--- config.mk ---
export PLATFORM = sky130hd
export DESIGN_NAME = panel_button_encoder_events_top_flat
export DESIGN_NICKNAME = d
export VERILOG_FILES = /design/src/rtl/pbe_pkg.sv /design/src/rtl/pbe_if.sv /design/src/rtl/pbe_enc_lane.sv /design/src/rtl/pbe_btn.sv /design/src/rtl/panel_button_encoder_events_top.sv /design/src/flat_wrapper.sv
export VERILOG_INCLUDE_DIRS = /design/src /design/src/rtl
export SDC_FILE = /design/constraint.sdc
export NUM_CORES = 1
export LEC_CHECK = 0
export ABC_AREA = 0
export BUFFER_PORTS_ARGS = -buffer_cell sky130_fd_sc_hd__buf_4
export CAP_MARGIN = 5
export CORE_MARGIN = 4
export CORE_UTILIZATION = 25
export CTS_CLUSTER_DIAMETER = 60
export DETAILED_ROUTE_END_ITERATION = 7
export PLACE_DENSITY = 0.42
export SLEW_MARGIN = 0
export SYNTH_ARGS = -nofsm -noshare
export SYNTH_HDL_FRONTEND = slang
export SYNTH_SLANG_ARGS = --single-unit
--- constraint.sdc ---
create_clock -name clk -period 6.9 [get_ports clk]
set_clock_uncertainty 0.1 [all_clocks]
set_input_delay 1.035 -clock clk [delete_from_list [all_inputs] [get_ports clk]]
set_output_delay 1.035 -clock clk [all_outputs]
set_load 0.02 [all_outputs]
--- src/rtl/panel_button_encoder_events_top_defines.svh ---
// assertion macros shared by the panel button and encoder event rtl
`ifndef PANEL_BUTTON_ENCODER_EVENTS_TOP_DEFINES_SVH
`define PANEL_BUTTON_ENCODER_EVENTS_TOP_DEFINES_SVH

`ifndef SYNTHESIS
// property that must hold at every clock edge out of reset
`define PBE_ASSERT(lbl, prop, msg) \
	lbl: assert property (@(posedge clk) disable iff (!arst_n) (prop)) else $error(msg);
// property whose consequence must hold at the clock after the trigger
`define PBE_ASSERT_NEXT(lbl, pre, post, msg) \
	lbl: assert property (@(posedge clk) disable iff (!arst_n) (pre) |=> (post)) \
		else $error(msg);
`else
`define PBE_ASSERT(lbl, prop, msg)
`define PBE_ASSERT_NEXT(lbl, pre, post, msg)
`endif

`endif

--- src/rtl/pbe_pkg.sv ---
// shared widths and constants for the panel button and encoder event block
`timescale 1ns / 1ps
`default_nettype none

package pbe_pkg;

	localparam int POS_W       = 16;
	localparam int DELTA_W     = POS_W + 1;
	localparam int HOLD_W      = 8;
	localparam int NUM_ENC     = 3;
	localparam int NUM_BUTTONS = 9;

	localparam logic [HOLD_W-1:0] HOLD_RESET = HOLD_W'(80);
	localparam int HALF_RANGE = 32768;

	// bit positions of the encoders in the moved mask
	localparam int ENC_MAIN = 0;
	localparam int ENC_AUX1 = 1;
	localparam int ENC_AUX2 = 2;

endpackage

`default_nettype wire

--- src/rtl/pbe_if.sv ---
// request channels of the panel button and encoder event block
`timescale 1ns / 1ps
`default_nettype none

// poll tick request: encoder positions and button levels
interface pbe_in_if #(
	parameter int NUM_BUTTONS = pbe_pkg::NUM_BUTTONS
);
	logic                      valid;
	logic                      ready;
	logic [pbe_pkg::POS_W-1:0] pos_main;
	logic [pbe_pkg::POS_W-1:0] pos_aux1;
	logic [pbe_pkg::POS_W-1:0] pos_aux2;
	logic [NUM_BUTTONS-1:0]    buttons_released;

	modport source (output valid, pos_main, pos_aux1, pos_aux2, buttons_released,
		input ready);
	modport sink (input valid, pos_main, pos_aux1, pos_aux2, buttons_released,
		output ready);
endinterface

// event report: encoder deltas and button events
interface pbe_out_if #(
	parameter int NUM_BUTTONS = pbe_pkg::NUM_BUTTONS
);
	logic                               valid;
	logic                               ready;
	logic signed [pbe_pkg::DELTA_W-1:0] delta_main;
	logic signed [pbe_pkg::DELTA_W-1:0] delta_aux1;
	logic signed [pbe_pkg::DELTA_W-1:0] delta_aux2;
	logic [pbe_pkg::NUM_ENC-1:0]        moved_mask;
	logic [NUM_BUTTONS-1:0]             tap_mask;
	logic [NUM_BUTTONS-1:0]             long_press_mask;
	logic [NUM_BUTTONS-1:0]             hold_reached_mask;
	logic                               click_level;

	modport source (output valid, delta_main, delta_aux1, delta_aux2, moved_mask,
		tap_mask, long_press_mask, hold_reached_mask, click_level, input ready);
	modport sink (input valid, delta_main, delta_aux1, delta_aux2, moved_mask,
		tap_mask, long_press_mask, hold_reached_mask, click_level, output ready);
endinterface

// configuration write request: hold length
interface pbe_cfg_if;
	logic                       valid;
	logic                       ready;
	logic [pbe_pkg::HOLD_W-1:0] hold_ticks;

	modport source (output valid, hold_ticks, input ready);
	modport sink (input valid, hold_ticks, output ready);
endinterface

`default_nettype wire

--- src/rtl/pbe_enc_lane.sv ---
// one encoder lane: last position register and wrapped signed delta
`timescale 1ns / 1ps
`default_nettype none

module pbe_enc_lane (
	input  wire logic                               clk,
	input  wire logic                               arst_n,
	input  wire logic                               en,
	input  wire logic                               primed,
	input  wire logic [pbe_pkg::POS_W-1:0]          pos,
	output logic signed [pbe_pkg::DELTA_W-1:0]      delta,
	output logic                                    moved
);

	localparam logic signed [pbe_pkg::DELTA_W-1:0] HALF =
		pbe_pkg::DELTA_W'(pbe_pkg::HALF_RANGE);

	logic [pbe_pkg::POS_W-1:0]          last_q;
	logic signed [pbe_pkg::DELTA_W-1:0] diff;
	logic                               wrap;
	logic signed [pbe_pkg::DELTA_W-1:0] wrapped;

	assign diff = $signed({1'b0, pos}) - $signed({1'b0, last_q});
	assign wrap = (diff > HALF) || (diff < -HALF);
	// adding or taking off 65536 only flips the top bit of the 17-bit difference
	assign wrapped = {diff[pbe_pkg::DELTA_W-1] ^ wrap, diff[pbe_pkg::POS_W-1:0]};

	assign moved = primed && (pos != last_q);
	assign delta = moved ? wrapped : '0;

	always_ff @(posedge clk or negedge arst_n) begin
		if (!arst_n) begin
			last_q <= '0;
		end else if (en) begin
			last_q <= pos;
		end
	end

endmodule

`default_nettype wire

--- src/rtl/pbe_btn.sv ---
// button hold tracking: per-button counters, tap and long press events, click level
`timescale 1ns / 1ps
`default_nettype none
`include "panel_button_encoder_events_top_defines.svh"

module pbe_btn #(
	parameter int NUM_BUTTONS = pbe_pkg::NUM_BUTTONS
) (
	input  wire logic                        clk,
	input  wire logic                        arst_n,
	input  wire logic                        en,
	input  wire logic [NUM_BUTTONS-1:0]      released,
	input  wire logic [pbe_pkg::HOLD_W-1:0]  hold_ticks,
	output logic [NUM_BUTTONS-1:0]           tap,
	output logic [NUM_BUTTONS-1:0]           long_press,
	output logic [NUM_BUTTONS-1:0]           reached,
	output logic                             click
);

	logic [NUM_BUTTONS-1:0]     held_q;
	logic [NUM_BUTTONS-1:0]     long_q;
	logic [pbe_pkg::HOLD_W-1:0] cnt_q [NUM_BUTTONS];
	logic                       click_q;

	logic [NUM_BUTTONS-1:0]     held_d;
	logic [NUM_BUTTONS-1:0]     long_d;
	logic [pbe_pkg::HOLD_W-1:0] cnt_d [NUM_BUTTONS];

	always_comb begin
		held_d     = held_q;
		long_d     = long_q;
		tap        = '0;
		long_press = '0;
		reached    = '0;
		for (int b = 0; b < NUM_BUTTONS; b++) begin
			cnt_d[b] = cnt_q[b];
			if (released[b]) begin
				// release ends a hold; release without a hold is ignored
				if (held_q[b]) begin
					cnt_d[b]  = '0;
					held_d[b] = 1'b0;
					if (long_q[b]) begin
						long_d[b]     = 1'b0;
						long_press[b] = 1'b1;
					end else begin
						tap[b] = 1'b1;
					end
				end
			end else if (held_q[b]) begin
				// count down, stop at zero
				if (cnt_q[b] != '0) begin
					cnt_d[b] = cnt_q[b] - 1'b1;
					if (cnt_q[b] == pbe_pkg::HOLD_W'(1)) begin
						long_d[b]  = 1'b1;
						reached[b] = 1'b1;
					end
				end
			end else begin
				// press begins
				held_d[b] = 1'b1;
				cnt_d[b]  = hold_ticks;
			end
		end
	end

	// one toggle per button reaching its hold length
	assign click = click_q ^ (^reached);

	always_ff @(posedge clk or negedge arst_n) begin
		if (!arst_n) begin
			held_q  <= '0;
			long_q  <= '0;
			click_q <= 1'b0;
			for (int b = 0; b < NUM_BUTTONS; b++) begin
				cnt_q[b] <= '0;
			end
		end else if (en) begin
			held_q  <= held_d;
			long_q  <= long_d;
			click_q <= click;
			for (int b = 0; b < NUM_BUTTONS; b++) begin
				cnt_q[b] <= cnt_d[b];
			end
		end
	end

	`PBE_ASSERT(a_long_only_while_held, (long_q & ~held_q) == '0, "long mark without hold")
	`PBE_ASSERT_NEXT(a_reached_sets_long, en && (reached != '0),
		(long_q & $past(reached)) == $past(reached), "hold reached but long mark not set")
	`PBE_ASSERT(a_tap_long_disjoint, (tap & long_press) == '0, "tap and long press together")

endmodule

`default_nettype wire

--- src/rtl/panel_button_encoder_events_top.sv ---
// top level of the panel button and encoder event block
`timescale 1ns / 1ps
`default_nettype none
`include "panel_button_encoder_events_top_defines.svh"

// Panel button and encoder events. Each request on poll is one poll tick with three
// 16-bit absolute encoder positions and NUM_BUTTONS active-low button levels; each
// tick gives exactly one report. Per encoder the report carries the signed change
// since the previous tick, wrapped into -32768..32768, and a moved bit; the first
// tick after reset only records the positions and reports no motion. Per button a
// press loads a counter with hold_ticks, which counts down while the button stays
// down; the tick it reaches zero sets the hold reached bit and toggles click_level
// (once per button, so several on one tick show only their parity). Release then
// reports a long press, or a tap when the hold was shorter. hold_ticks resets to 80
// and the user must see that it is written over cfg only while the block is idle;
// the block itself does not enforce this. Zero makes every hold a tap. Throughput
// is one tick per clock while the report channel does not stall. A tick is captured
// in the input register, and the whole event evaluation is combinational from the
// input register to the report register, which drives report valid. A report
// waiting on a stalled report channel still lets the input register take one more
// tick; with both registers full the poll channel stalls until the report is taken.
module panel_button_encoder_events_top #(
	parameter int NUM_BUTTONS = pbe_pkg::NUM_BUTTONS
) (
	input wire logic clk,
	input wire logic arst_n,
	pbe_in_if.sink   poll,
	pbe_out_if.source report,
	pbe_cfg_if.sink  cfg
);

	// configuration register, always ready
	logic [pbe_pkg::HOLD_W-1:0] hold_ticks_q;

	assign cfg.ready = 1'b1;

	always_ff @(posedge clk or negedge arst_n) begin
		if (!arst_n) begin
			hold_ticks_q <= pbe_pkg::HOLD_RESET;
		end else if (cfg.valid) begin
			hold_ticks_q <= cfg.hold_ticks;
		end
	end

	// input register
	logic                      valid_s1;
	logic [pbe_pkg::POS_W-1:0] pos_main_s1;
	logic [pbe_pkg::POS_W-1:0] pos_aux1_s1;
	logic [pbe_pkg::POS_W-1:0] pos_aux2_s1;
	logic [NUM_BUTTONS-1:0]    rel_s1;

	// report register
	logic                               valid_s2;
	logic signed [pbe_pkg::DELTA_W-1:0] delta_main_s2;
	logic signed [pbe_pkg::DELTA_W-1:0] delta_aux1_s2;
	logic signed [pbe_pkg::DELTA_W-1:0] delta_aux2_s2;
	logic [pbe_pkg::NUM_ENC-1:0]        moved_s2;
	logic [NUM_BUTTONS-1:0]             tap_s2;
	logic [NUM_BUTTONS-1:0]             long_s2;
	logic [NUM_BUTTONS-1:0]             reached_s2;
	logic                               click_s2;

	// the tick in the input register moves on when the report register frees up;
	// state is updated at that same edge
	logic advance;
	logic primed_q;

	assign advance    = valid_s1 && (!valid_s2 || report.ready);
	assign poll.ready = !valid_s1 || advance;

	always_ff @(posedge clk or negedge arst_n) begin
		if (!arst_n) begin
			valid_s1 <= 1'b0;
		end else if (poll.ready) begin
			valid_s1 <= poll.valid;
		end
	end

	always_ff @(posedge clk) begin
		if (poll.valid && poll.ready) begin
			pos_main_s1 <= poll.pos_main;
			pos_aux1_s1 <= poll.pos_aux1;
			pos_aux2_s1 <= poll.pos_aux2;
			rel_s1      <= poll.buttons_released;
		end
	end

	// first tick only records positions
	always_ff @(posedge clk or negedge arst_n) begin
		if (!arst_n) begin
			primed_q <= 1'b0;
		end else if (advance) begin
			primed_q <= 1'b1;
		end
	end

	// encoder lanes
	logic signed [pbe_pkg::DELTA_W-1:0] delta_main;
	logic signed [pbe_pkg::DELTA_W-1:0] delta_aux1;
	logic signed [pbe_pkg::DELTA_W-1:0] delta_aux2;
	logic [pbe_pkg::NUM_ENC-1:0]        moved;

	pbe_enc_lane u_enc_main (
		.clk    (clk),
		.arst_n (arst_n),
		.en     (advance),
		.primed (primed_q),
		.pos    (pos_main_s1),
		.delta  (delta_main),
		.moved  (moved[pbe_pkg::ENC_MAIN])
	);

	pbe_enc_lane u_enc_aux1 (
		.clk    (clk),
		.arst_n (arst_n),
		.en     (advance),
		.primed (primed_q),
		.pos    (pos_aux1_s1),
		.delta  (delta_aux1),
		.moved  (moved[pbe_pkg::ENC_AUX1])
	);

	pbe_enc_lane u_enc_aux2 (
		.clk    (clk),
		.arst_n (arst_n),
		.en     (advance),
		.primed (primed_q),
		.pos    (pos_aux2_s1),
		.delta  (delta_aux2),
		.moved  (moved[pbe_pkg::ENC_AUX2])
	);

	// button hold tracking
	logic [NUM_BUTTONS-1:0] tap;
	logic [NUM_BUTTONS-1:0] long_press;
	logic [NUM_BUTTONS-1:0] reached;
	logic                   click;

	pbe_btn #(
		.NUM_BUTTONS (NUM_BUTTONS)
	) u_btn (
		.clk        (clk),
		.arst_n     (arst_n),
		.en         (advance),
		.released   (rel_s1),
		.hold_ticks (hold_ticks_q),
		.tap        (tap),
		.long_press (long_press),
		.reached    (reached),
		.click      (click)
	);

	// report register: loads on advance, drains when the consumer takes it
	always_ff @(posedge clk or negedge arst_n) begin
		if (!arst_n) begin
			valid_s2 <= 1'b0;
		end else if (advance) begin
			valid_s2 <= 1'b1;
		end else if (report.ready) begin
			valid_s2 <= 1'b0;
		end
	end

	always_ff @(posedge clk) begin
		if (advance) begin
			delta_main_s2 <= delta_main;
			delta_aux1_s2 <= delta_aux1;
			delta_aux2_s2 <= delta_aux2;
			moved_s2      <= moved;
			tap_s2        <= tap;
			long_s2       <= long_press;
			reached_s2    <= reached;
			click_s2      <= click;
		end
	end

	assign report.valid             = valid_s2;
	assign report.delta_main        = delta_main_s2;
	assign report.delta_aux1        = delta_aux1_s2;
	assign report.delta_aux2        = delta_aux2_s2;
	assign report.moved_mask        = moved_s2;
	assign report.tap_mask          = tap_s2;
	assign report.long_press_mask   = long_s2;
	assign report.hold_reached_mask = reached_s2;
	assign report.click_level       = click_s2;

	`PBE_ASSERT(a_report_after_prime, !valid_s2 || primed_q, "report before first tick")
	`PBE_ASSERT(a_still_main_zero, !valid_s2 || moved_s2[pbe_pkg::ENC_MAIN] ||
		(delta_main_s2 == '0), "main delta without motion")
	`PBE_ASSERT_NEXT(a_stalled_report_kept, valid_s2 && !report.ready, valid_s2,
		"stalled report dropped")

endmodule

`default_nettype wire
--- src/flat_wrapper.sv ---
// flat-port wrapper written by rule: the top's interface ports become plain ports
module panel_button_encoder_events_top_flat 
#(
	parameter int NUM_BUTTONS = pbe_pkg::NUM_BUTTONS
)
  (clk, arst_n, poll_valid, poll_pos_main, poll_pos_aux1, poll_pos_aux2, poll_buttons_released, poll_ready, report_valid, report_delta_main, report_delta_aux1, report_delta_aux2, report_moved_mask, report_tap_mask, report_long_press_mask, report_hold_reached_mask, report_click_level, report_ready, cfg_valid, cfg_hold_ticks, cfg_ready);
  pbe_in_if #(.NUM_BUTTONS(NUM_BUTTONS)) poll_i ();
  pbe_out_if #(.NUM_BUTTONS(NUM_BUTTONS)) report_i ();
  pbe_cfg_if cfg_i ();
  input wire logic clk;
  input wire logic arst_n;
  input wire logic [$bits(poll_i.valid)-1:0] poll_valid;
  input wire logic [$bits(poll_i.pos_main)-1:0] poll_pos_main;
  input wire logic [$bits(poll_i.pos_aux1)-1:0] poll_pos_aux1;
  input wire logic [$bits(poll_i.pos_aux2)-1:0] poll_pos_aux2;
  input wire logic [$bits(poll_i.buttons_released)-1:0] poll_buttons_released;
  output wire logic [$bits(poll_i.ready)-1:0] poll_ready;
  output wire logic [$bits(report_i.valid)-1:0] report_valid;
  output wire logic [$bits(report_i.delta_main)-1:0] report_delta_main;
  output wire logic [$bits(report_i.delta_aux1)-1:0] report_delta_aux1;
  output wire logic [$bits(report_i.delta_aux2)-1:0] report_delta_aux2;
  output wire logic [$bits(report_i.moved_mask)-1:0] report_moved_mask;
  output wire logic [$bits(report_i.tap_mask)-1:0] report_tap_mask;
  output wire logic [$bits(report_i.long_press_mask)-1:0] report_long_press_mask;
  output wire logic [$bits(report_i.hold_reached_mask)-1:0] report_hold_reached_mask;
  output wire logic [$bits(report_i.click_level)-1:0] report_click_level;
  input wire logic [$bits(report_i.ready)-1:0] report_ready;
  input wire logic [$bits(cfg_i.valid)-1:0] cfg_valid;
  input wire logic [$bits(cfg_i.hold_ticks)-1:0] cfg_hold_ticks;
  output wire logic [$bits(cfg_i.ready)-1:0] cfg_ready;
  assign poll_i.valid = poll_valid;
  assign poll_i.pos_main = poll_pos_main;
  assign poll_i.pos_aux1 = poll_pos_aux1;
  assign poll_i.pos_aux2 = poll_pos_aux2;
  assign poll_i.buttons_released = poll_buttons_released;
  assign poll_ready = poll_i.ready;
  assign report_valid = report_i.valid;
  assign report_delta_main = report_i.delta_main;
  assign report_delta_aux1 = report_i.delta_aux1;
  assign report_delta_aux2 = report_i.delta_aux2;
  assign report_moved_mask = report_i.moved_mask;
  assign report_tap_mask = report_i.tap_mask;
  assign report_long_press_mask = report_i.long_press_mask;
  assign report_hold_reached_mask = report_i.hold_reached_mask;
  assign report_click_level = report_i.click_level;
  assign report_i.ready = report_ready;
  assign cfg_i.valid = cfg_valid;
  assign cfg_i.hold_ticks = cfg_hold_ticks;
  assign cfg_ready = cfg_i.ready;
  panel_button_encoder_events_top #(.NUM_BUTTONS(NUM_BUTTONS)) u_core (.clk(clk), .arst_n(arst_n), .poll(poll_i), .report(report_i), .cfg(cfg_i));
endmodule
==> After elaboration in Yosys (flattened, before gate mapping) <==
Cells that the tools add are included.
{ "word_totals": {"reg_bits": 289, "inputBits": 70, "out_inout_bits": 85, "word_cells": 321} }
{ "classes": {"add_sub_neg": 12, "magnitude_cmp": 6, "eq_ne": 30, "n_mux": 146, "n_bitwise": 4, "reduce_logical": 68} }
{ "op_table": {"columns": ["cell", "n"], "rows": [
  ["$mux 8", 36],
  ["$mux 1", 110],
  ["$eq 8x1->1 const B", 9],
  ["$reduce_bool 8->1", 9],
  ["$sub 8x1->8 const B", 9],
  ["$gt 17x17->1 const B", 3],
  ["$lt 17x16->1 const B", 3],
  ["$sub 16x16->17", 3],
  ["$ne 16x16->1", 3],
  ["$reduce_bool 2->1", 19],
  ["$reduce_and 4->1", 9],
  ["$ne 3x1->1 const B", 9],
  ["$reduce_and 3->1", 9],
  ["$ne 2x2->1 const B", 9],
  ["$reduce_and 2->1", 9],
  ["$reduce_xor 9->1", 1],
  ["$logic_and 1x1->1", 5],
  ["$logic_or 1x1->1", 5],
  ["$xor 1x1->1", 4],
  ["$logic_not 1->1", 2]
]} }

==> Longest topological paths before layout <==
Gate-level depths: netlist of run 1.
{ "logic_depth": {"ltp_word": 7, "mapped_depth": 12, "ltp_nobuf": 12} }

==> Cells and area by module <==
Synthesis of run 1 repeated with hierarchy kept, for this count alone.
{ "unflattened": {"hier_cells": 1459, "hier_area_um2": 15413.5} }
{ "modules_own_cells": {"columns": ["mod", "instances", "cells_each", "area_per_inst_um2", "seq_area_each_um2"], "rows": [
  ["pbe_btn", 1, 679, 5923.2, 2277.2],
  ["pbe_enc_lane", 3, 204, 1616.6, 400.4],
  ["panel_button_encoder_events_top", 1, 168, 4640.7, 4451.8]
]} }

==> Worst setup path before layout of run 1 <==
Ideal clock, no wire load.
{ "synth_path": {"path_kind": "input -> register", "from": "in report_ready", "to": "reg u_core.click_s2, in the netlist u_core.report.click_level, enable pin", "setup_time_ns": 0.477, "t_arrival_ns": 4.062, "required_time_ns": 6.323, "slack_ns": 2.261, "stages": 6, "n_path_buf": 3, "cell_sequence": "nand2b_1 > nand2_1 > inv_2 > clkbuf_8 > clkbuf_8 > clkbuf_1"} }
{ "synth_via": {"elab_chain_len": 2} }
{ "synth_rtl": {"columns": ["item", "line_no", "source"], "rows": [
  ["start: declaration", "flat_wrapper.sv:27", "input wire logic [$bits(report_i.ready)-1:0] report_ready;"],
  ["$logic_or 1x1->1", "panel_button_encoder_events_top.sv:68", "assign advance = valid_s1 && (!valid_s2 || report.ready);"],
  ["$logic_and 1x1->1", "panel_button_encoder_events_top.sv:68", null],
  ["named net u_core.advance", "panel_button_encoder_events_top.sv:65", "logic advance;"],
  ["end signal: assignment", "panel_button_encoder_events_top.sv:173", "click_s2 <= click;"],
  ["end: declaration", "panel_button_encoder_events_top.sv:61", "logic click_s2;"]
]} }
The timed path passes the listed nets, and every way through them passes these cells.
A chain may end at the register's enable or synchronous reset.

==> Worst setup path in the final report of run 1 <==
{ "layout_path": {"from": "reg u_core.u_enc_aux2.last_q[0] (netlist bit)", "to": "reg u_core.delta_aux2_s2, in the netlist u_core.report.delta_aux2[16], data pin"} }
{ "layout_via": {"elab_chain_len": 4, "elab_cells_between_ends": 7, "classes_between": "1 x add/sub; 2 x order compare; 1 x eq/ne; 1 x bitwise; 2 x reduce/logical"} }
{ "layout_rtl": {"columns": ["item", "line_no", "source"], "rows": [
  ["start: declaration", "pbe_enc_lane.sv:18", "logic [pbe_pkg::POS_W-1:0] last_q;"],
  ["start signal: assignment", "pbe_enc_lane.sv:35", "last_q <= pos;"],
  ["$sub 16x16->17", "pbe_enc_lane.sv:23", "assign diff = $signed({1'b0, pos}) - $signed({1'b0, last_q});"],
  ["$gt 17x17->1 / $lt 17x16->1 (equally long branches)", "pbe_enc_lane.sv:24", "assign wrap = (diff > HALF) || (diff < -HALF);"],
  ["$logic_or 1x1->1", "pbe_enc_lane.sv:24", null],
  ["$xor 1x1->1", "pbe_enc_lane.sv:26", "assign wrapped = {diff[pbe_pkg::DELTA_W-1] ^ wrap, diff[pbe_pkg::POS_W-1:0]};"],
  ["end signal: assignment", "panel_button_encoder_events_top.sv:168", "delta_aux2_s2 <= delta_aux2;"],
  ["end: declaration", "panel_button_encoder_events_top.sv:56", "logic signed [pbe_pkg::DELTA_W-1:0] delta_aux2_s2;"]
]} }
Parallel ways exist; a longest one is shown, timed or not.

==> results of run 1 <==
[power by group through the flow]
stage | Clock [W] | Combinational [W] | Sequential (W)
after global routing | 0.00213 | 0.00205 | 0.00261
after global placement | 0 | 0.00184 | 0.00258
after CTS | 0.00207 | 0.00186 | 0.00256
after floorplan | 0 | 0.00133 | 0.00255
final | 0.00199 | 0.00183 | 0.00255
after detailed placement | 0 | 0.00185 | 0.00258
[flip-flops by register name, indices dropped and copies added, names as in the netlist, 17 cells and up]
register                  count
u_core.report.delta_aux2     17
u_core.u_btn.cnt_q           72
u_core.report.delta_main     17
u_core.report.delta_aux1     17
[routing by layer]
layer | track usage (%) | vias to the layer above
met3 | 2.58 | 55
met4 | 3.09 | 0
li1 | - | 5148
met5 | 0 | -
met1 | 16.3 | 4959
met2 | 19.3 | 155
[logic make-up (layout without fill, tap and decap cells)]
family / Yosys count / after routing / synth area share, %
other: 1 / 1 / 0.0255
buffers and inverters: 133 / 315 / 3.57
muxes: 16 / 16 / 1.18
and+or+nand+nor: 414 / 414 / 14.0
AOI/OAI and AO/OA: 337 / 337 / 15.6
DFF: 289 / 289 / 54.0
xor gates and xnor gates: 94 / 94 / 5.71
adders and majority gates: 69 / 69 / 6.03
[per-stage QoR]
stage	instance area, um^2	hold slack [ns]
4_1_cts	17900	0.346
6_report	17900	0.346
3_3_place_gp	16600	0.369
5_1_grt	17900	0.366
3_5_place_dp	16600	0.377
2_1_floorplan	14700	0.354
[layout make-up]
cell class                 instances  area (um^2)
timing repair buffer             159         1200
tap                              765          957
clock inverter                    23          188
inverter                          84          320
fill                            6023        40000
clock buffer                      49         1080
multi-input combinational        931         6240
sequential                       289         7930
[cells in the final DEF, fill, tap and decap left out, drive strengths merged, types with 5 or more instances in the layout]
master / instances
a21oi: 92
mux2: 8
nand2b: 16
and2: 15
a31oi: 22
ha: 66
o21a: 11
o22a: 6
a22o: 69
and3: 14
inv: 87
a211oi: 8
nor2b: 11
edfxtp: 139
mux2i: 8
nor2: 163
nand3: 9
o31ai: 5
clkinv: 15
nand4: 17
buf: 159
nand2: 100
clkbuf: 49
dfrtp: 148
o21ai: 83
nor3: 29
xnor2: 60
xor2: 34
o21bai: 5
or3: 5
a21o: 13
nand4b: 6
nor3b: 8
[how the worst min path moves through the flow]
stage / slack [ns] / endpoint / start
global route: 0.37 / u_core.u_btn.held_q[6]$_DFFE_PN0P_ / arst_n
floorplan: 0.35 / u_core.u_enc_main.last_q[2]$_DFFE_PN0P_ / u_core.pos_main_s1[2]$_DFFE_PP_
global placement: 0.37 / u_core.u_enc_main.last_q[15]$_DFFE_PN0P_ / u_core.pos_main_s1[15]$_DFFE_PP_
finish: 0.35 / u_core.u_btn.long_q[6]$_DFFE_PN0P_ / arst_n
CTS: 0.35 / u_core.u_btn.long_q[6]$_DFFE_PN0P_ / arst_n
detailed placement: 0.38 / u_core.u_enc_main.last_q[4]$_DFFE_PN0P_ / u_core.pos_main_s1[4]$_DFFE_PP_
==> flow_summary_export.csv, run 1 <==
group,metric,value,unit
finish,nets,1644,
routing,viasPerCell,4.49,
synth,ys.flop_type,"dfrtp_1",
cts,numCtsBuffers,40,
synth,synth_area_leaders,"edfxtp_1 (28%), dfrtp_1 (25%), ha_1 (5.6%)",
run,drv_cap,0,
critical_path,startpoint_type,"flop",
global_routing,grt_max_degree,96,
power_and_ir_drop,vdd_drop_max,0.149,mV
sta,hold_viol,0,
synth,ys.warnings.count,0,
critical_path,cp_top_family,"compound AO/OA/AOI/OAI gates",
sta,period_minus_slack,3.20,ns
place,dp_hpwl,25800,um
synth,synth_edf_count,139,
floorplanning,die_w,250,um
worst_hold_path,hold_path_class,"in2async",
critical_path,startpoint,"u_core.u_enc_aux2.last_q[0]$_DFFE_PN0P_",
critical_path,crit_end,"u_core.report.delta_aux2[16]$_SDFFCE_PN0P_",
power_and_ir_drop,intPower,0.00424,W
power_and_ir_drop,power,0.00637,W
global_routing,grt_pass1_vias,10400,
critical_path,r2r_slack,3.70,ns
cts,cts_root_buf,"clkbuf_16",
cts,clockBufferDepth,3,
global_routing,grt_use_total,11.9,%
sta,slew_headroom,30.1,%
critical_path,path_cells,"ha_1, fa_1, nor2b_2, o21a_1, nor2_1, xnor2_1, nor3_1, and3_1, nand3_1, a2111oi_0, a41oi_1",
critical_path,worstPathArrival,3.36,ns
sta,rsz0062_at_grt,"false",
floorplanning,start_util,25.4,%
outcome,status,"finished, final reports clean",
synth,syn_nets,1492,
routing,ant_nets,0,
synth,synth_seq_cells,289,
critical_path,reg2reg_to,"u_core.report.delta_aux2[16]$_SDFFCE_PN0P_",
routing,drcViolationCount,0,
synth,synth_top_area_cell,"edfxtp_1",
place,post-place-ws,3.41,ns
finish,utilization,30.9,%
place,io_buffers,153,
critical_path,cp.depth,11,
critical_path,cpPeakStageDelay,0.52,ns
cts,clock_latency,0.54,ns
cts,cts_resized,0,
global_routing,grt_first_pass_wirelength,59800,um
critical_path,crit_type,"reg2reg",
cts,cts-htree-levels,2,
floorplanning,io_pins,155,
synth,syn_area,14700,um^2
synth,synth.yosys.seq_area_share,54.0,%
finish,drive_gt1_share,17.8,%
power_and_ir_drop,total_leakage_power,7.45,nW
synth,async_flop_share,51.9,%
global_routing,overflow,0,
critical_path,critical_path.slowest_cell,"a2111oi_0",
power_and_ir_drop,p_sw_share,33.5,%
floorplanning,core-area,57900,um^2
finish,antenna_cells,0,
cts,cts_tree,"done",
power_and_ir_drop,p_seq_share,40.1,%
place,place_inst,2228,
synth,syn_avg_cell_area,10.9,um^2
critical_path,critical_path_buf_inv_count,0,
critical_path,worstPathRequired,7.07,ns
power_and_ir_drop,clockPowerShare,31.2,%
synth,synth.distinct_cells,76,
finish,area_delta_synth_final,21.9,%
sta,fin_ws,3.70,ns
routing,routed-wl-met2,17700,um
global_routing,antenna_found_initial,0,
power_and_ir_drop,power.density,355,nW/um^2
cts,clkTransAtPathRegs,0.06,ns
synth,synth.most_common_cell,"nor2_1",
routing,drt_iter0_markers,494,
routing,vias,10300,
routing,routed_wl,38200,um
synth,synth_top_cell_area_share,28.4,%
finish,fin_cells,2300,
critical_path,r2r-start,"u_core.u_enc_aux2.last_q[0]$_DFFE_PN0P_",
critical_path,end_kind,"flop",
sta,setup_viol,0,
place,gp_congestion,0.792,
sta,slew_viol_final,0,
routing,routedLengthMet1,18200,um
cts,cts_sinks,289,
synth,synthTopCellsByCount,"nor2_1 (156), dfrtp_1 (148), edfxtp_1 (139)",
synth,synthCells,1353,
routing,wire_per_inst,16.6,um
routing,firstDrtPassIters,5,
cts,cts_hold_buf,0,
power_and_ir_drop,p_switching,0.00213,W
routing,top_layer_used,"met4",
cts,postCtsSetupBuffers,0,
sta,fin_crit_sh,46.3,%
sta,tightest_slew,1.05,ns
floorplanning,core.rowCount,88,
floorplanning,dieArea,62700,um^2
sta,setup_tns,0,ns
floorplanning,die_h,250,um
critical_path,critPathMaxFanout,2,
routing,wl_met3,1490,um
power_and_ir_drop,p_comb_share,28.7,%
sta,max_freq,0.313,GHz
critical_path,worst_r2r_path_depth,11,
No activity file was read; power rests on OpenSTA's default activity.
==> run 2: changes to the inputs <==
--- a/config.mk
+++ b/config.mk
@@ -13,7 +13,7 @@
 export CORE_UTILIZATION = 25
 export CTS_CLUSTER_DIAMETER = 60
 export DETAILED_ROUTE_END_ITERATION = 7
-export PLACE_DENSITY = 0.42
+export PLACE_DENSITY = 0.43
 export SLEW_MARGIN = 0
 export SYNTH_ARGS = -nofsm -noshare
 export SYNTH_HDL_FRONTEND = slang
==> constraint.sdc (replaced) <==
create_clock -name clk -period 2.8 [get_ports clk]
set_clock_uncertainty 0.1 [all_clocks]
set_input_delay 0.42 -clock clk [delete_from_list [all_inputs] [get_ports clk]]
set_output_delay 0.42 -clock clk [all_outputs]
set_load 0.02 [all_outputs]
==> flow_summary_export.csv, run 2 (same netlist as run 1, synthesis figures left out) <==
group,metric,value,unit
global_routing,grt_first_pass_wirelength,63200,um
floorplanning,die_w,250,um
global_routing,grt_max_degree,103,
critical_path,critPathMaxFanout,3,
critical_path,cpPeakStageDelay,0.41,ns
finish,nets,1790,
routing,routed_wl,39700,um
sta,fin_crit_sh,99.8,%
routing,viasPerCell,4.48,
global_routing,antenna_found_initial,0,
sta,hold_viol,0,
sta,setup_viol,0,
place,post-place-ws,-0.290,ns
global_routing,overflow,0,
cts,cts-htree-levels,2,
cts,cts_tree,"done",
power_and_ir_drop,p_sw_share,33.1,%
critical_path,worstPathRequired,2.98,ns
outcome,status,"finished, final reports clean",
routing,ant_nets,0,
finish,top_register,"u_core.u_btn.cnt_q",
cts,cts_root_buf,"clkbuf_16",
floorplanning,core.rowCount,88,
critical_path,critical_path.slowest_cell,"dfrtp_1",
critical_path,crit_type,"reg2reg",
power_and_ir_drop,power,0.0164,W
finish,fill_cells,5917,
sta,rsz0062_at_grt,"true",
sta,slew_headroom,50.2,%
finish,final_cell_mix,"buf_4 (231), nor2_1 (156), dfrtp_1 (148)",
power_and_ir_drop,p_seq_share,37.6,%
critical_path,path_cells,"ha_4, fa_2, nor2b_4, o31ai_4, nand2b_1, a21oi_2, xor2_1, and3_4, nand3_4, a2111oi_4, a41oi_2",
routing,drcViolationCount,0,
critical_path,startpoint_type,"flop",
critical_path,worst_r2r_path_depth,11,
power_and_ir_drop,intPower,0.0110,W
routing,firstDrtPassIters,5,
power_and_ir_drop,power.density,838,nW/um^2
global_routing,grt_pass1_vias,11300,
sta,period_minus_slack,2.79,ns
finish,area_delta_synth_final,33.3,%
floorplanning,core-area,57900,um^2
floorplanning,start_util,25.4,%
sta,whs,0.0686,ns
power_and_ir_drop,clockPowerShare,30.6,%
power_and_ir_drop,p_comb_share,31.8,%
power_and_ir_drop,p_switching,0.00543,W
place,io_buffers,153,
finish,final_common_cell,"buf_4",
sta,max_freq,0.358,GHz
place,dp_hpwl,27200,um
finish,drive_gt1_share,23.5,%
sta,setup_tns,0,ns
power_and_ir_drop,vdd_drop_max,0.537,mV
routing,wire_per_inst,16.2,um
worst_hold_path,hold_depth,2,
critical_path,end_kind,"flop",
cts,clock_latency,0.55,ns
sta,slew_viol_final,0,
sta,tightest_slew,0.738,ns
floorplanning,io_pins,155,
cts,clkTransAtPathRegs,0.06,ns
place,placed_area,17200,um^2
floorplanning,dieArea,62700,um^2
place,gp_congestion,0.823,
run,drv_cap,0,
global_routing,grt_use_total,12.4,%
sta,fin_ws,0.00557,ns
power_and_ir_drop,total_leakage_power,8.19,nW
floorplanning,die_h,250,um
routing,drt_iter0_markers,402,
finish,fin_area,19600,um^2
cts,cts_sinks,289,
cts,clockBufferDepth,3,
critical_path,worstPathArrival,2.98,ns
routing,vias,11000,
worst_hold_path,hold_path_class,"in2reg",
cts,numCtsBuffers,41,
finish,largest_reg_flops,72,
-- run 2: cell types whose count changed in the layout (fill, tap and decap cells not counted), moves of 4 or more --
| cell | delta |
|---|---|
| dlygate4sd3_1 | +67 |
| o21ai_2 | +4 |
| a21oi_1 | -5 |
| buf_12 | +5 |
| buf_4 | +73 |
| a21oi_2 | +5 |
| inv_1 | -4 |
| ha_1 | -8 |
| inv_2 | +4 |
| ha_4 | +7 |
-- run 2: critical path: cells and delay by family (launching register included) --
kind	cells	cell delay, ns
XOR/XNOR	1	0.25
AND/OR/NAND/NOR	4	0.58
AO/OA/AOI/OAI	4	0.62
adder cells (fa/ha/maj)	2	0.59
flip-flops	1	0.41
-- run 2: area by class of cell --
cell class                      count  area (um^2)  area share [%]
Tap cell                          765          957            4.89
Clock inverter                     23          235            1.20
Multi-Input combinational cell    931         6560            33.5
Sequential cell                   289         7930            40.5
Inverter                           84          320            1.64
Timing Repair Buffer              304         2520            12.9
Clock buffer                       50         1060            5.41
Antenna cell                        1         2.50          0.0128
-- run 2: metal layers --
metal  wire length, um  vias up  global-route usage, %
met1             18600     5339                   16.7
met2             18700      140                   20.6
li1                  -     5433                      -
met3              1480       55                   2.45
met5                 0        -                      0
met4               871        0                   3.47
-- run 2: power groups by stage --
| stage | clock network, W | logic, W | registers, W |
|---|---|---|---|
| final | 0.00502 | 0.00522 | 0.00617 |
| after global routing | 0.00542 | 0.00582 | 0.00629 |
| after CTS | 0.00525 | 0.00511 | 0.00617 |
| after detailed placement | 0 | 0.00493 | 0.00623 |
| after global placement | 0 | 0.00488 | 0.00623 |
| after floorplan | 0 | 0.00329 | 0.00627 |
-- run 2: metrics by stage --
stage / std cells / util [%]
after global routing: 2446 / 33.8
final: 2447 / 33.8
after CTS: 2441 / 33.3
after floorplan: 1353 / -
after detailed placement: 2298 / 29.8
after global placement: 2298 / 29.8
-- run 2: timing repair --
action / in CTS / in global routing
resized for setup: 16 / 39
hold buffers: 67 / 0
pin swaps: 17 / 26
buffers inserted: 4 / 5
hold endpoints to repair: 106 / 0
setup endpoints to repair: 5 / 6
cloned: 0 / 0
-- run 2: final timing paths --
| path | endpoint | slack, ns | from |
|---|---|---|---|
| setup / recovery | u_core.report.delta_aux2[16]$_SDFFCE_PN0P_ | 0.006 | u_core.u_enc_aux2.last_q[0]$_DFFE_PN0P_ |
| hold / removal | u_core.hold_ticks_q[0]$_DFFE_PN0P_ | 0.07 | cfg_valid |
| setup reg to reg | u_core.report.delta_aux2[16]$_SDFFCE_PN0P_ | 0.006 | u_core.u_enc_aux2.last_q[0]$_DFFE_PN0P_ |
| hold reg to reg | u_core.u_enc_aux1.last_q[10]$_DFFE_PN0P_ | 0.39 | u_core.pos_aux1_s1[10]$_DFFE_PP_ |
| max in group asynchronous | u_core.u_enc_aux1.last_q[8]$_DFFE_PN0P_ | 1.58 | arst_n |
| min in group asynchronous | u_core.u_btn.long_q[6]$_DFFE_PN0P_ | 0.30 | arst_n |
==> run 3: changes to the inputs <==
--- a/config.mk
+++ b/config.mk
@@ -13,7 +13,7 @@
 export CORE_UTILIZATION = 25
 export CTS_CLUSTER_DIAMETER = 60
 export DETAILED_ROUTE_END_ITERATION = 7
-export PLACE_DENSITY = 0.43
+export PLACE_DENSITY = 0.42
 export SLEW_MARGIN = 0
 export SYNTH_ARGS = -nofsm -noshare
 export SYNTH_HDL_FRONTEND = slang
==> constraint.sdc (replaced) <==
create_clock -name clk -period 2.7 [get_ports clk]
set_clock_uncertainty 0.1 [all_clocks]
set_input_delay 0.405 -clock clk [delete_from_list [all_inputs] [get_ports clk]]
set_output_delay 0.405 -clock clk [all_outputs]
set_load 0.02 [all_outputs]
==> flow_summary_export.csv, run 3 (same netlist as run 1, synthesis figures left out) <==
group,metric,value,unit
outcome,status,"complete, but fails checks",
outcome,failed_checks,"negative setup slack",
sta,fin_ws,-0.0538,ns
finish,largest_reg_flops,72,
sta,tightest_slew,0.950,ns
critical_path,end_kind,"flop",
place,place_inst,2310,
cts,cts_sinks,289,
global_routing,antenna_found_initial,3,
sta,fin_crit_sh,102,%
cts,clockBufferDepth,3,
worst_hold_path,hold_depth,2,
finish,fin_cells,2470,
critical_path,crit_type,"reg2reg",
sta,slew_headroom,36.2,%
cts,cts-htree-levels,2,
power_and_ir_drop,total_leakage_power,8.35,nW
place,gp_congestion,0.788,
cts,clock_latency,0.55,ns
critical_path,critPathMaxFanout,3,
sta,hold_viol,0,
cts,numCtsBuffers,41,
floorplanning,start_util,25.4,%
place,post-place-ws,-0.226,ns
finish,fill_cells,5912,
finish,final_cell_mix,"buf_4 (250), nor2_1 (156), dfrtp_1 (148)",
critical_path,worstPathRequired,2.89,ns
routing,routed_wl,39400,um
critical_path,worst_r2r_path_depth,12,
place,io_buffers,153,
critical_path,critical_path.slowest_cell,"edfxtp_1",
sta,slew_viol_final,0,
sta,whs,0.0427,ns
sta,period_minus_slack,2.75,ns
sta,setup_viol,2,
power_and_ir_drop,power.density,885,nW/um^2
finish,area_delta_synth_final,34.8,%
finish,top_register,"u_core.u_btn.cnt_q",
floorplanning,core-area,57900,um^2
global_routing,grt_pass1_vias,11400,
floorplanning,dieArea,62700,um^2
cts,cts_root_buf,"clkbuf_16",
finish,final_common_cell,"buf_4",
finish,ff_latch_area,7930,um^2
run,drv_cap,0,
floorplanning,io_pins,155,
critical_path,path_cells,"inv_2, ha_4, fa_2, nor2b_2, o31a_1, o21ai_1, nand2b_1, a31oi_1, xor2_1, nand4_1, nor4_2, a31oi_1",
floorplanning,core.rowCount,88,
global_routing,grt_use_total,12.5,%
finish,multi_input_area,6480,um^2
routing,firstDrtPassIters,5,
power_and_ir_drop,vdd_drop_max,0.497,mV
sta,rsz0062_at_grt,"true",
routing,viasPerCell,4.46,
routing,wire_per_inst,16.0,um
power_and_ir_drop,power,0.0175,W
critical_path,cpPeakStageDelay,0.39,ns
floorplanning,die_h,250,um
finish,drive_gt1_share,24.4,%
floorplanning,die_w,250,um
finish,nets,1810,
global_routing,grt_max_degree,78,
cts,clkTransAtPathRegs,0.05,ns
critical_path,crit_top_cell,"a31oi_1",
routing,drt_iter0_markers,594,
routing,vias,11000,
finish,utilization,34.2,%
worst_hold_path,hold_path_class,"in2reg",
cts,cts_tree,"done",
global_routing,overflow,0,
routing,drcViolationCount,0,
critical_path,startpoint_type,"flop",
sta,max_freq,0.363,GHz
critical_path,worstPathArrival,2.94,ns
place,dp_hpwl,27300,um
routing,ant_nets,0,
global_routing,grt_first_pass_wirelength,63700,um
## run 3: changes by cell type in the layout (fill, tap and decap cells not counted), sizes merged
cell | before | now
clkinvlp | 1 | 2
diode | 1 | 2
buf | 237 | 257
clkinv | 16 | 5
clkbuf | 50 | 58
bufinv | 4 | 3
inv | 86 | 91
## run 3: worst paths after layout
path                                                   from                                         end  slack [ns]
max                         u_core.pos_aux1_s1[0]$_DFFE_PP_  u_core.report.delta_aux1[16]$_SDFFCE_PN0P_       -0.05
min                                               cfg_valid          u_core.hold_ticks_q[0]$_DFFE_PN0P_        0.04
max reg2reg                 u_core.pos_aux1_s1[0]$_DFFE_PP_  u_core.report.delta_aux1[16]$_SDFFCE_PN0P_       -0.05
min reg2reg                u_core.pos_aux2_s1[12]$_DFFE_PP_    u_core.u_enc_aux2.last_q[12]$_DFFE_PN0P_        0.39
max in group asynchronous                            arst_n     u_core.u_enc_aux1.last_q[7]$_DFFE_PN0P_        1.50
min in group asynchronous                            arst_n          u_core.u_btn.long_q[6]$_DFFE_PN0P_        0.29
## run 3: worst max-delay path, delay by kind of cell, from the launching register on
family                     cells  cell delay (ns)
xor gates and xnor gates       1             0.23
and+or+nand+nor                4             0.60
buffers and inverters          1             0.09
AOI/OAI and AO/OA              4             0.76
DFF                            1             0.39
adders and majority gates      2             0.33
## run 3: routing by layer
metal	routed length [um]	vias up	GRT usage (%)
met2	18300	171	20.3
met4	916	0	3.82
met3	1590	58	2.39
li1	-	5480	-
met1	18700	5319	17.1
met5	0	-	0
## run 3: metrics by stage
stage               instance area [um^2]  setup TNS, ns
finish                             19800        -0.0686
global route                       19800          -1.12
CTS                                19700         -0.112
detailed placement                 17300         -0.787
global placement                   17300         -0.500
floorplan                          14700              0
## run 3: area by class of cell
| class | count | share of cell area [%] |
|---|---|---|
| multi-input combinational | 931 | 32.7 |
| antenna | 2 | 0.0253 |
| clock buffer | 58 | 6.28 |
| clock inverter | 17 | 0.979 |
| sequential | 289 | 40.0 |
| timing repair buffer | 324 | 13.5 |
| tap | 765 | 4.83 |
| inverter | 84 | 1.62 |
## run 3: report_power, final
| group | internal (W) | leakage [nW] | total (W) | switching (W) |
|---|---|---|---|---|
| logic | 0.00271 | 4.44 | 0.00554 | 0.00284 |
| registers | 0.00562 | 3.20 | 0.00637 | 0.000752 |
| clock network | 0.00352 | 0.706 | 0.00561 | 0.00209 |
## run 3: what timing repair did
item | in CTS | in global routing
pin swaps | 24 | 27
hold buffers | 67 | 0
gates resized for setup | 26 | 16
buffers inserted | 9 | 7
setup endpoints to repair | 7 | 13
endpoints found under the hold margin | 113 | 0
